### src/design/wpc_pkg.sv
package wpc_pkg;

    // Stream widths; the tdata widths are padded to whole bytes
    localparam int S_TDATA_W = 72;
    localparam int S_TUSER_W = 1;
    localparam int M_TDATA_W = 16;

    // Fixed palette indices painted by every window
    localparam logic [7:0] TITLE_COLOR  = 8'h1F;
    localparam logic [7:0] BORDER_COLOR = 8'h0F;

    // Item kind carried on s_tuser
    typedef enum logic [0:0] {
        CMD_CREATE = 1'b0,
        CMD_QUERY  = 1'b1
    } cmd_t;

    // One input word, unpacked
    typedef struct packed {
        cmd_t               cmd;
        logic signed [10:0] left;
        logic signed [10:0] top;
        logic        [9:0]  width;
        logic        [9:0]  height;
        logic        [7:0]  color;
        logic        [8:0]  px;
        logic        [7:0]  py;
    } item_t;

    // Stored window geometry and body colour
    typedef struct packed {
        logic signed [10:0] left;
        logic signed [10:0] top;
        logic        [9:0]  width;
        logic        [9:0]  height;
        logic        [7:0]  color;
    } slot_t;

    // Per-slot offsets of the queried pixel, with a snapshot of the slot
    typedef struct packed {
        logic               vis;
        logic signed [11:0] dx;
        logic signed [11:0] dy;
        logic        [9:0]  width;
        logic        [9:0]  height;
        logic        [7:0]  color;
    } geo_t;

    // Per-slot paint decision
    typedef struct packed {
        logic       paint;
        logic [7:0] color;
    } hit_t;

    // Result word, create_ok in the lowest bit
    typedef struct packed {
        logic       pixel_covered;
        logic [7:0] pixel_color;
        logic [2:0] slot_index;
        logic       create_ok;
    } res_t;

endpackage

### src/design/window_pixel_compositor_core.sv
// Window pixel compositor.
//
// The slave channel (s_tvalid, s_tready, s_tdata, s_tuser) takes one word per
// item: s_tuser selects a window create or a pixel query. A create takes the
// lowest free slot of the window table and reports it; a query returns the
// colour of one screen pixel with all windows painted in slot order, higher
// slots on top, each window as body, then title bar, then border.
// The master channel (m_tvalid, m_tready, m_tdata) gives exactly one result
// word per item, in order.
//
// The result reaches m_tdata through four registers: input register, offset
// stage (table read and update), compare stage, select and output register.
// A word can enter on every clock while m_tready is not held low, so
// throughput is one item per cycle; creates and queries may be freely
// interleaved, since the table is read and written in the offset stage only.
//
// Reset clears every slot to free and empties the pipeline. When the receiver
// holds m_tready low, each stage keeps its word; bubbles close up and then
// s_tready falls, with nothing lost or repeated.
module window_pixel_compositor_core #(
    parameter int SCREEN_WIDTH  = 320,
    parameter int SCREEN_HEIGHT = 200,
    parameter int WINDOW_SLOTS  = 8,
    parameter int TITLE_ROWS    = 12
) (
    input  logic                           aclk,
    input  logic                           aresetn,
    input  logic                           s_tvalid,
    output logic                           s_tready,
    // win_left[10:0], win_top[21:11], win_width[31:22], win_height[41:32],
    // win_color[49:42], pixel_x[58:50], pixel_y[66:59], zero[71:67]
    input  logic [wpc_pkg::S_TDATA_W-1:0]  s_tdata,
    // command[0]
    input  logic [wpc_pkg::S_TUSER_W-1:0]  s_tuser,
    output logic                           m_tvalid,
    input  logic                           m_tready,
    // create_ok[0], slot_index[3:1], pixel_color[11:4], pixel_covered[12],
    // zero[15:13]
    output logic [wpc_pkg::M_TDATA_W-1:0]  m_tdata
);
    import wpc_pkg::*;

    localparam int SLOT_W = (WINDOW_SLOTS > 1) ? $clog2(WINDOW_SLOTS) : 1;
    localparam logic        [9:0]  SCR_W     = 10'(SCREEN_WIDTH);
    localparam logic        [9:0]  SCR_H     = 10'(SCREEN_HEIGHT);
    localparam logic signed [11:0] TITLE_LIM = 12'(TITLE_ROWS);

    // Window table
    logic [WINDOW_SLOTS-1:0] vis_reg;
    slot_t                   slot_reg [WINDOW_SLOTS];

    // Pipeline registers
    logic  p1_valid_reg;
    item_t p1_item_reg;

    logic              p2_valid_reg;
    logic              p2_ok_reg;
    logic [SLOT_W-1:0] p2_idx_reg;
    logic              p2_hit_en_reg;
    geo_t              p2_geo_reg [WINDOW_SLOTS];

    logic              p3_valid_reg;
    logic              p3_ok_reg;
    logic [SLOT_W-1:0] p3_idx_reg;
    hit_t              p3_hit_reg [WINDOW_SLOTS];

    logic m_valid_reg;
    res_t m_res_reg;

    // Stage handshakes
    logic out_ready, p3_ready, p2_ready, p1_ready;

    // Offset stage signals
    logic              free_found;
    logic [SLOT_W-1:0] free_idx;
    logic              wr_en;
    slot_t             slot_next;
    logic              p2_ok_next;
    logic [SLOT_W-1:0] p2_idx_next;
    logic              p2_hit_en_next;
    geo_t              p2_geo_next [WINDOW_SLOTS];

    // Compare and select stage signals
    hit_t              p3_hit_next [WINDOW_SLOTS];
    res_t              m_res_next;
    logic [SLOT_W+2:0] idx_ext;

    item_t in_item;

    // A stage may load when it is empty or its word moves on
    assign out_ready = !m_valid_reg  || m_tready;
    assign p3_ready  = !p3_valid_reg || out_ready;
    assign p2_ready  = !p2_valid_reg || p3_ready;
    assign p1_ready  = !p1_valid_reg || p2_ready;
    assign s_tready  = p1_ready;

    // Unpack the input word
    always_comb begin
        in_item.cmd    = cmd_t'(s_tuser[0]);
        in_item.left   = $signed(s_tdata[10:0]);
        in_item.top    = $signed(s_tdata[21:11]);
        in_item.width  = s_tdata[31:22];
        in_item.height = s_tdata[41:32];
        in_item.color  = s_tdata[49:42];
        in_item.px     = s_tdata[58:50];
        in_item.py     = s_tdata[66:59];
    end

    // Lowest free slot
    always_comb begin
        free_found = 1'b0;
        free_idx   = '0;
        for (int i = WINDOW_SLOTS - 1; i >= 0; i--) begin
            if (!vis_reg[i]) begin
                free_found = 1'b1;
                free_idx   = SLOT_W'(i);
            end
        end
    end

    // A create claims its slot as it leaves the input register, so any query
    // behind it sees the new window and any query ahead of it does not.
    assign wr_en = p1_valid_reg && p2_ready && (p1_item_reg.cmd == CMD_CREATE) && free_found;

    always_comb begin
        slot_next.left   = p1_item_reg.left;
        slot_next.top    = p1_item_reg.top;
        slot_next.width  = p1_item_reg.width;
        slot_next.height = p1_item_reg.height;
        slot_next.color  = p1_item_reg.color;
    end

    // Offset stage: pixel position relative to each window's corner
    always_comb begin
        p2_ok_next     = (p1_item_reg.cmd == CMD_CREATE) && free_found;
        p2_idx_next    = p2_ok_next ? free_idx : '0;
        p2_hit_en_next = (p1_item_reg.cmd == CMD_QUERY)
                         && ({1'b0, p1_item_reg.px} < SCR_W)
                         && ({2'b00, p1_item_reg.py} < SCR_H);
        for (int i = 0; i < WINDOW_SLOTS; i++) begin
            p2_geo_next[i].vis    = vis_reg[i];
            p2_geo_next[i].dx     = 12'({3'b000, p1_item_reg.px})
                                    - 12'({slot_reg[i].left[10], slot_reg[i].left});
            p2_geo_next[i].dy     = 12'({4'b0000, p1_item_reg.py})
                                    - 12'({slot_reg[i].top[10], slot_reg[i].top});
            p2_geo_next[i].width  = slot_reg[i].width;
            p2_geo_next[i].height = slot_reg[i].height;
            p2_geo_next[i].color  = slot_reg[i].color;
        end
    end

    // Compare stage: border beats title bar, title bar beats body
    always_comb begin
        logic signed [11:0] wl, wm1, hl, hm1;
        logic               in_cols, in_rows, in_title, border;
        wl       = '0;
        wm1      = '0;
        hl       = '0;
        hm1      = '0;
        in_cols  = 1'b0;
        in_rows  = 1'b0;
        in_title = 1'b0;
        border   = 1'b0;
        for (int i = 0; i < WINDOW_SLOTS; i++) begin
            wl       = $signed({2'b00, p2_geo_reg[i].width});
            wm1      = wl - 12'sd1;
            hl       = $signed({2'b00, p2_geo_reg[i].height});
            hm1      = hl - 12'sd1;
            in_cols  = (p2_geo_reg[i].dx >= 12'sd0) && (p2_geo_reg[i].dx < wl);
            in_rows  = (p2_geo_reg[i].dy >= 12'sd0) && (p2_geo_reg[i].dy < hl);
            in_title = (p2_geo_reg[i].dy >= 12'sd0) && (p2_geo_reg[i].dy < TITLE_LIM);
            // A zero size still paints the edge one before the corner.
            border   = (in_cols && ((p2_geo_reg[i].dy == 12'sd0)
                                    || (p2_geo_reg[i].dy == hm1)))
                       || (in_rows && ((p2_geo_reg[i].dx == 12'sd0)
                                       || (p2_geo_reg[i].dx == wm1)));
            p3_hit_next[i].paint = p2_hit_en_reg && p2_geo_reg[i].vis
                                   && (border || (in_cols && (in_title || in_rows)));
            if (border) begin
                p3_hit_next[i].color = BORDER_COLOR;
            end else if (in_title) begin
                p3_hit_next[i].color = TITLE_COLOR;
            end else begin
                p3_hit_next[i].color = p2_geo_reg[i].color;
            end
        end
    end

    // Select stage: the highest painting slot wins
    assign idx_ext = {3'b000, p3_idx_reg};

    always_comb begin
        m_res_next.create_ok     = p3_ok_reg;
        m_res_next.slot_index    = idx_ext[2:0];
        m_res_next.pixel_color   = '0;
        m_res_next.pixel_covered = 1'b0;
        for (int i = 0; i < WINDOW_SLOTS; i++) begin
            if (p3_hit_reg[i].paint) begin
                m_res_next.pixel_color   = p3_hit_reg[i].color;
                m_res_next.pixel_covered = 1'b1;
            end
        end
    end

    // Control state: valid bits and slot occupancy
    always_ff @(posedge aclk) begin
        if (!aresetn) begin
            vis_reg      <= '0;
            p1_valid_reg <= 1'b0;
            p2_valid_reg <= 1'b0;
            p3_valid_reg <= 1'b0;
            m_valid_reg  <= 1'b0;
        end else begin
            if (wr_en) begin
                vis_reg[free_idx] <= 1'b1;
            end
            if (p1_ready) begin
                p1_valid_reg <= s_tvalid;
            end
            if (p2_ready) begin
                p2_valid_reg <= p1_valid_reg;
            end
            if (p3_ready) begin
                p3_valid_reg <= p2_valid_reg;
            end
            if (out_ready) begin
                m_valid_reg <= p3_valid_reg;
            end
        end
    end

    // Payload registers and window table contents
    always_ff @(posedge aclk) begin
        if (wr_en) begin
            slot_reg[free_idx] <= slot_next;
        end
        if (s_tvalid && p1_ready) begin
            p1_item_reg <= in_item;
        end
        if (p1_valid_reg && p2_ready) begin
            p2_ok_reg     <= p2_ok_next;
            p2_idx_reg    <= p2_idx_next;
            p2_hit_en_reg <= p2_hit_en_next;
            p2_geo_reg    <= p2_geo_next;
        end
        if (p2_valid_reg && p3_ready) begin
            p3_ok_reg  <= p2_ok_reg;
            p3_idx_reg <= p2_idx_reg;
            p3_hit_reg <= p3_hit_next;
        end
        if (p3_valid_reg && out_ready) begin
            m_res_reg <= m_res_next;
        end
    end

    assign m_tvalid = m_valid_reg;
    assign m_tdata  = {3'b000, m_res_reg};

    // A create only ever claims a slot that was free.
    a_claim_free: assert property (@(posedge aclk) disable iff (!aresetn)
        wr_en |-> !vis_reg[free_idx])
        else $error("create claimed a slot already in use");

    // Slots are never released once taken.
    a_vis_sticky: assert property (@(posedge aclk) disable iff (!aresetn)
        $past(aresetn) |-> ((vis_reg & $past(vis_reg)) == $past(vis_reg)))
        else $error("window slot released");

    // A stalled offset stage keeps its word.
    a_p2_hold: assert property (@(posedge aclk) disable iff (!aresetn)
        (p2_valid_reg && !p3_ready) |=> p2_valid_reg)
        else $error("offset stage dropped a stalled word");

    // A create that fails leaves the table as it was.
    a_full_no_write: assert property (@(posedge aclk) disable iff (!aresetn)
        (p1_valid_reg && p2_ready && (p1_item_reg.cmd == CMD_CREATE) && (&vis_reg))
        |=> $stable(vis_reg))
        else $error("table changed on a create into a full table");

endmodule
### config.mk
export PLATFORM = sky130hd
export DESIGN_NAME = window_pixel_compositor_core
export DESIGN_NICKNAME = d
export VERILOG_FILES = /design/src/design/wpc_pkg.sv /design/src/design/window_pixel_compositor_core.sv
export SDC_FILE = /design/constraint.sdc
export NUM_CORES = 1
export LEC_CHECK = 0
export BUFFER_PORTS_ARGS = -buffer_cell sky130_fd_sc_hd__buf_4
export CAP_MARGIN = 10
export CORE_ASPECT_RATIO = 0.7
export CORE_MARGIN = 5
export CORE_UTILIZATION = 50
export CTS_CLUSTER_DIAMETER = 100
export DETAILED_ROUTE_END_ITERATION = 10
export PLACE_DENSITY = 0.66
export SLEW_MARGIN = 20
export SYNTH_ARGS = -nofsm -noshare
export SYNTH_HDL_FRONTEND = slang
export SYNTH_SLANG_ARGS = --single-unit
### constraint.sdc
create_clock -name aclk -period 35.8 [get_ports aclk]
set_clock_uncertainty 0.2 [all_clocks]
set_input_delay 1.79 -clock aclk [delete_from_list [all_inputs] [get_ports aclk]]
set_output_delay 1.79 -clock aclk [all_outputs]
set_load 0.005 [all_outputs]
==> key figures <==
Status
  – Outcome: completed

Global routing
  – GRT overflow: 0
  – Met3 usage in global routing: 5.35%
  – Total global-route track usage: 21.7%
  – GR Util met1: 33.7%
  – First-pass GRT wire length: 165000 um
  – Via count of the first global-routing pass: 27000
  – Largest net degree at the start of global routing: 174
  – Gr busiest metal: met1
  – Routing usage on met2: 31.0%
  – Initial antenna violation count: 16

Logic synthesis
  – Area leader, netlist: edfxtp_1
  – Most numerous cell in the Yosys netlist: edfxtp_1
  – Cell count after synthesis: 3656
  – Asr flop ratio synth: 0%
  – Top FF cell, synth: edfxtp_1
  – Post-synthesis simple-gate area fraction: 10.1%
  – Largest family of logic cells by synthesized area: simple AND/OR/NAND/NOR gates
  – YS warnings: 0
  – Synth cell count leaders: edfxtp_1, inv_1, ha_1, nor2_1, xnor2_1
  – Mapped Area: 0.0476 mm^2
  – XOR/XNOR share of the synthesized area: 5.20%
  – Post-synth EDFFs: 986
  – Synth top area cells: edfxtp_1, ha_1, xnor2_1, inv_1, nor2_1
  – Synth Area in Compound Gates: 9.15%
  – Adder-cell share of the synthesized area: 8.87%
  – Syn Area/Cell: 13.0 um^2
  – Distinct cells, synth: 95
  – Mux cell area share after synthesis: 0.420%
  – Yosys reg bits: 998
  – Top cell type's share of synthesized area: 62.2%
  – Register area share after synthesis: 62.7%

Detailed routing
  – Final wirelength: 111000 um
  – Vias: 29000
  – Initial DRC Count: 2757
  – Vias/cell: 5.63
  – Wire per inst: 21.5 um
  – DRT antenna net count: 0
  – Drt pass-1 iters: 5
  – Drt drc: 0

STA
  – Slew Limit Fails: 0
  – Worst Tran Pin Value: 1.16 ns
  – Count of final hold-check violations: 0
  – Min cycle time layout: 5.28 ns
  – Max-slew headroom: 22.7%
  – RSZ-0062 raised after global routing: false
  – Setup violations, final: 0
  – Tcrit/Tclk final: 14.7%
  – Fmax: 189 MHz
  – TNS Setup: 0 ns

Worst hold path
  – Worst hold path type: flop to flop

Layout
  – Final cell count without fillers: 5152
  – Largest register FFs: 424
  – Fin nets: 4231
  – Synth-to-layout area growth: 11.5%
  – Layout cells sized above 1: 7.61%

Place
  – GP Congestion: 0.870
  – Port Buffers: 86
  – Placed cells: 4975
  – Post-detail-place hpwl: 74000 um

Clock tree
  – Postcts setup bufs: 0
  – Sink Count: 998
  – Hold buffers post-CTS: 0
  – Clk_lat worst skew: 0.70 ns
  – Total CTS buffers: 97
  – CTS tree: done
  – CTS clock-pin slew for the worst setup and hold paths: 0.07 ns
  – Post-CTS Resized: 0
  – Root Driver: clkbuf_16
  – Number of H-tree levels: 3
  – Clock tree buffer depth: 3

Floorplan
  – I/O pin cnt: 95
  – Die area: 0.102 mm^2
  – Width of the die: 379 um
  – Placeable core area: 0.0942 mm^2
  – Initial Util: 50.6%
  – Die Y-Extent: 268 um
  – Row cnt: 94

Worst setup path
  – CP Capture Type: output port
  – Worst EP arrival: 3.29 ns
  – Worst path required time: 33.81 ns
  – Maximum fanout along the worst path: 6
  – Startpoint types: primary input
  – Crit path kind: primary input to output port

Pwr
  – Power density over cell area: 48.8 mW/mm^2
  – Total power: 0.00259 W
  – Worst VDD drop: 0.0335 mV
  – Pleak: 19.8 nW

Job
  – # Max-Cap Violations: 0
-- power by group --
part           internal, W  switching [W]
clock             0.000589       0.000444
combinational    0.0000746      0.0000955
sequential         0.00133      0.0000623
-- per-stage QoR --
stage	worst slack [ns]	cell area (um^2)	util [%]	hold slack [ns]
floorplan	19.92	47600	-	0.200
global placement	30.11	49900	53.0	0.200
detailed placement	30.06	49900	53.0	0.205
CTS	30.49	53100	56.4	0.207
global route	30.47	53100	56.4	0.216
finish	30.52	53100	56.4	0.209
-- path summary, 6_finish.rpt --
| kind | start | to | slack [ns] | cells after the start |
|---|---|---|---|---|
| max | m_tready | s_tready | 30.52 | 5 |
| min | slot_reg[3][13]$_DFFE_PP_ | p2_geo_reg[225]$_DFFE_PP_ | 0.21 | 0 |
| max reg2reg | m_tvalid$_SDFFE_PN0P_ | p2_geo_reg[121]$_DFFE_PP_ | 31.69 | 7 |
| min reg2reg | slot_reg[3][13]$_DFFE_PP_ | p2_geo_reg[225]$_DFFE_PP_ | 0.21 | 0 |
-- cell usage in the layout, fill, tap and decap left out, drive strengths merged, types with 27 or more instances in the layout --
master / synthesis / layout
a211oi: 35 / 35
o21a: 36 / 36
a31oi: 38 / 38
xnor2: 209 / 209
nand4: 31 / 31
nand2b: 41 / 41
buf: 7 / 100
ha: 312 / 312
or4: 27 / 27
nand2: 156 / 156
a21boi: 27 / 27
and3: 28 / 28
nand3: 53 / 53
clkinv: 0 / 37
nor2b: 83 / 83
nor3: 101 / 101
inv: 420 / 426
nor4: 52 / 52
a21o: 45 / 45
xor2: 71 / 71
clkbuf: 24 / 113
nor2: 253 / 253
o211ai: 31 / 31
edfxtp: 986 / 986
a21oi: 119 / 119
o21ai: 164 / 164
-- kinds of logic (layout without fill, tap and decap cells) --
group,Yosys count,count (layout)
flip-flops,998,998
AND/OR/NAND/NOR,922,922
AO/OA/AOI/OAI,655,655
buffers and inverters,451,696
adder cells (fa/ha/maj),328,328
XOR/XNOR,281,281
multiplexers,20,20
other,1,4
-- cell type report --
cell class | instances | area, um^2
Fill cell | 7519 | 41100
Sequential cell | 998 | 29800
Multi-Input combinational cell | 2209 | 16200
Clock buffer | 113 | 2510
Inverter | 420 | 1580
Tap cell | 1248 | 1560
Timing Repair Buffer | 100 | 763
Clock inverter | 63 | 666
Antenna cell | 1 | 2.50
-- worst max-delay path, stage by stage --
cell and delay [ns]:
buf_4 0.11, nor2b_1 0.37, and2_0 0.50, nand3_1 0.29
buf_4 0.22
-- metal layers --
metal,vias to the layer above,wire length (um)
li1,13900,-
met1,14000,53200
met5,-,0
met4,0,2240
met2,934,45900
met3,130,9320
Note: power is estimated with default switching activity, not from simulation.
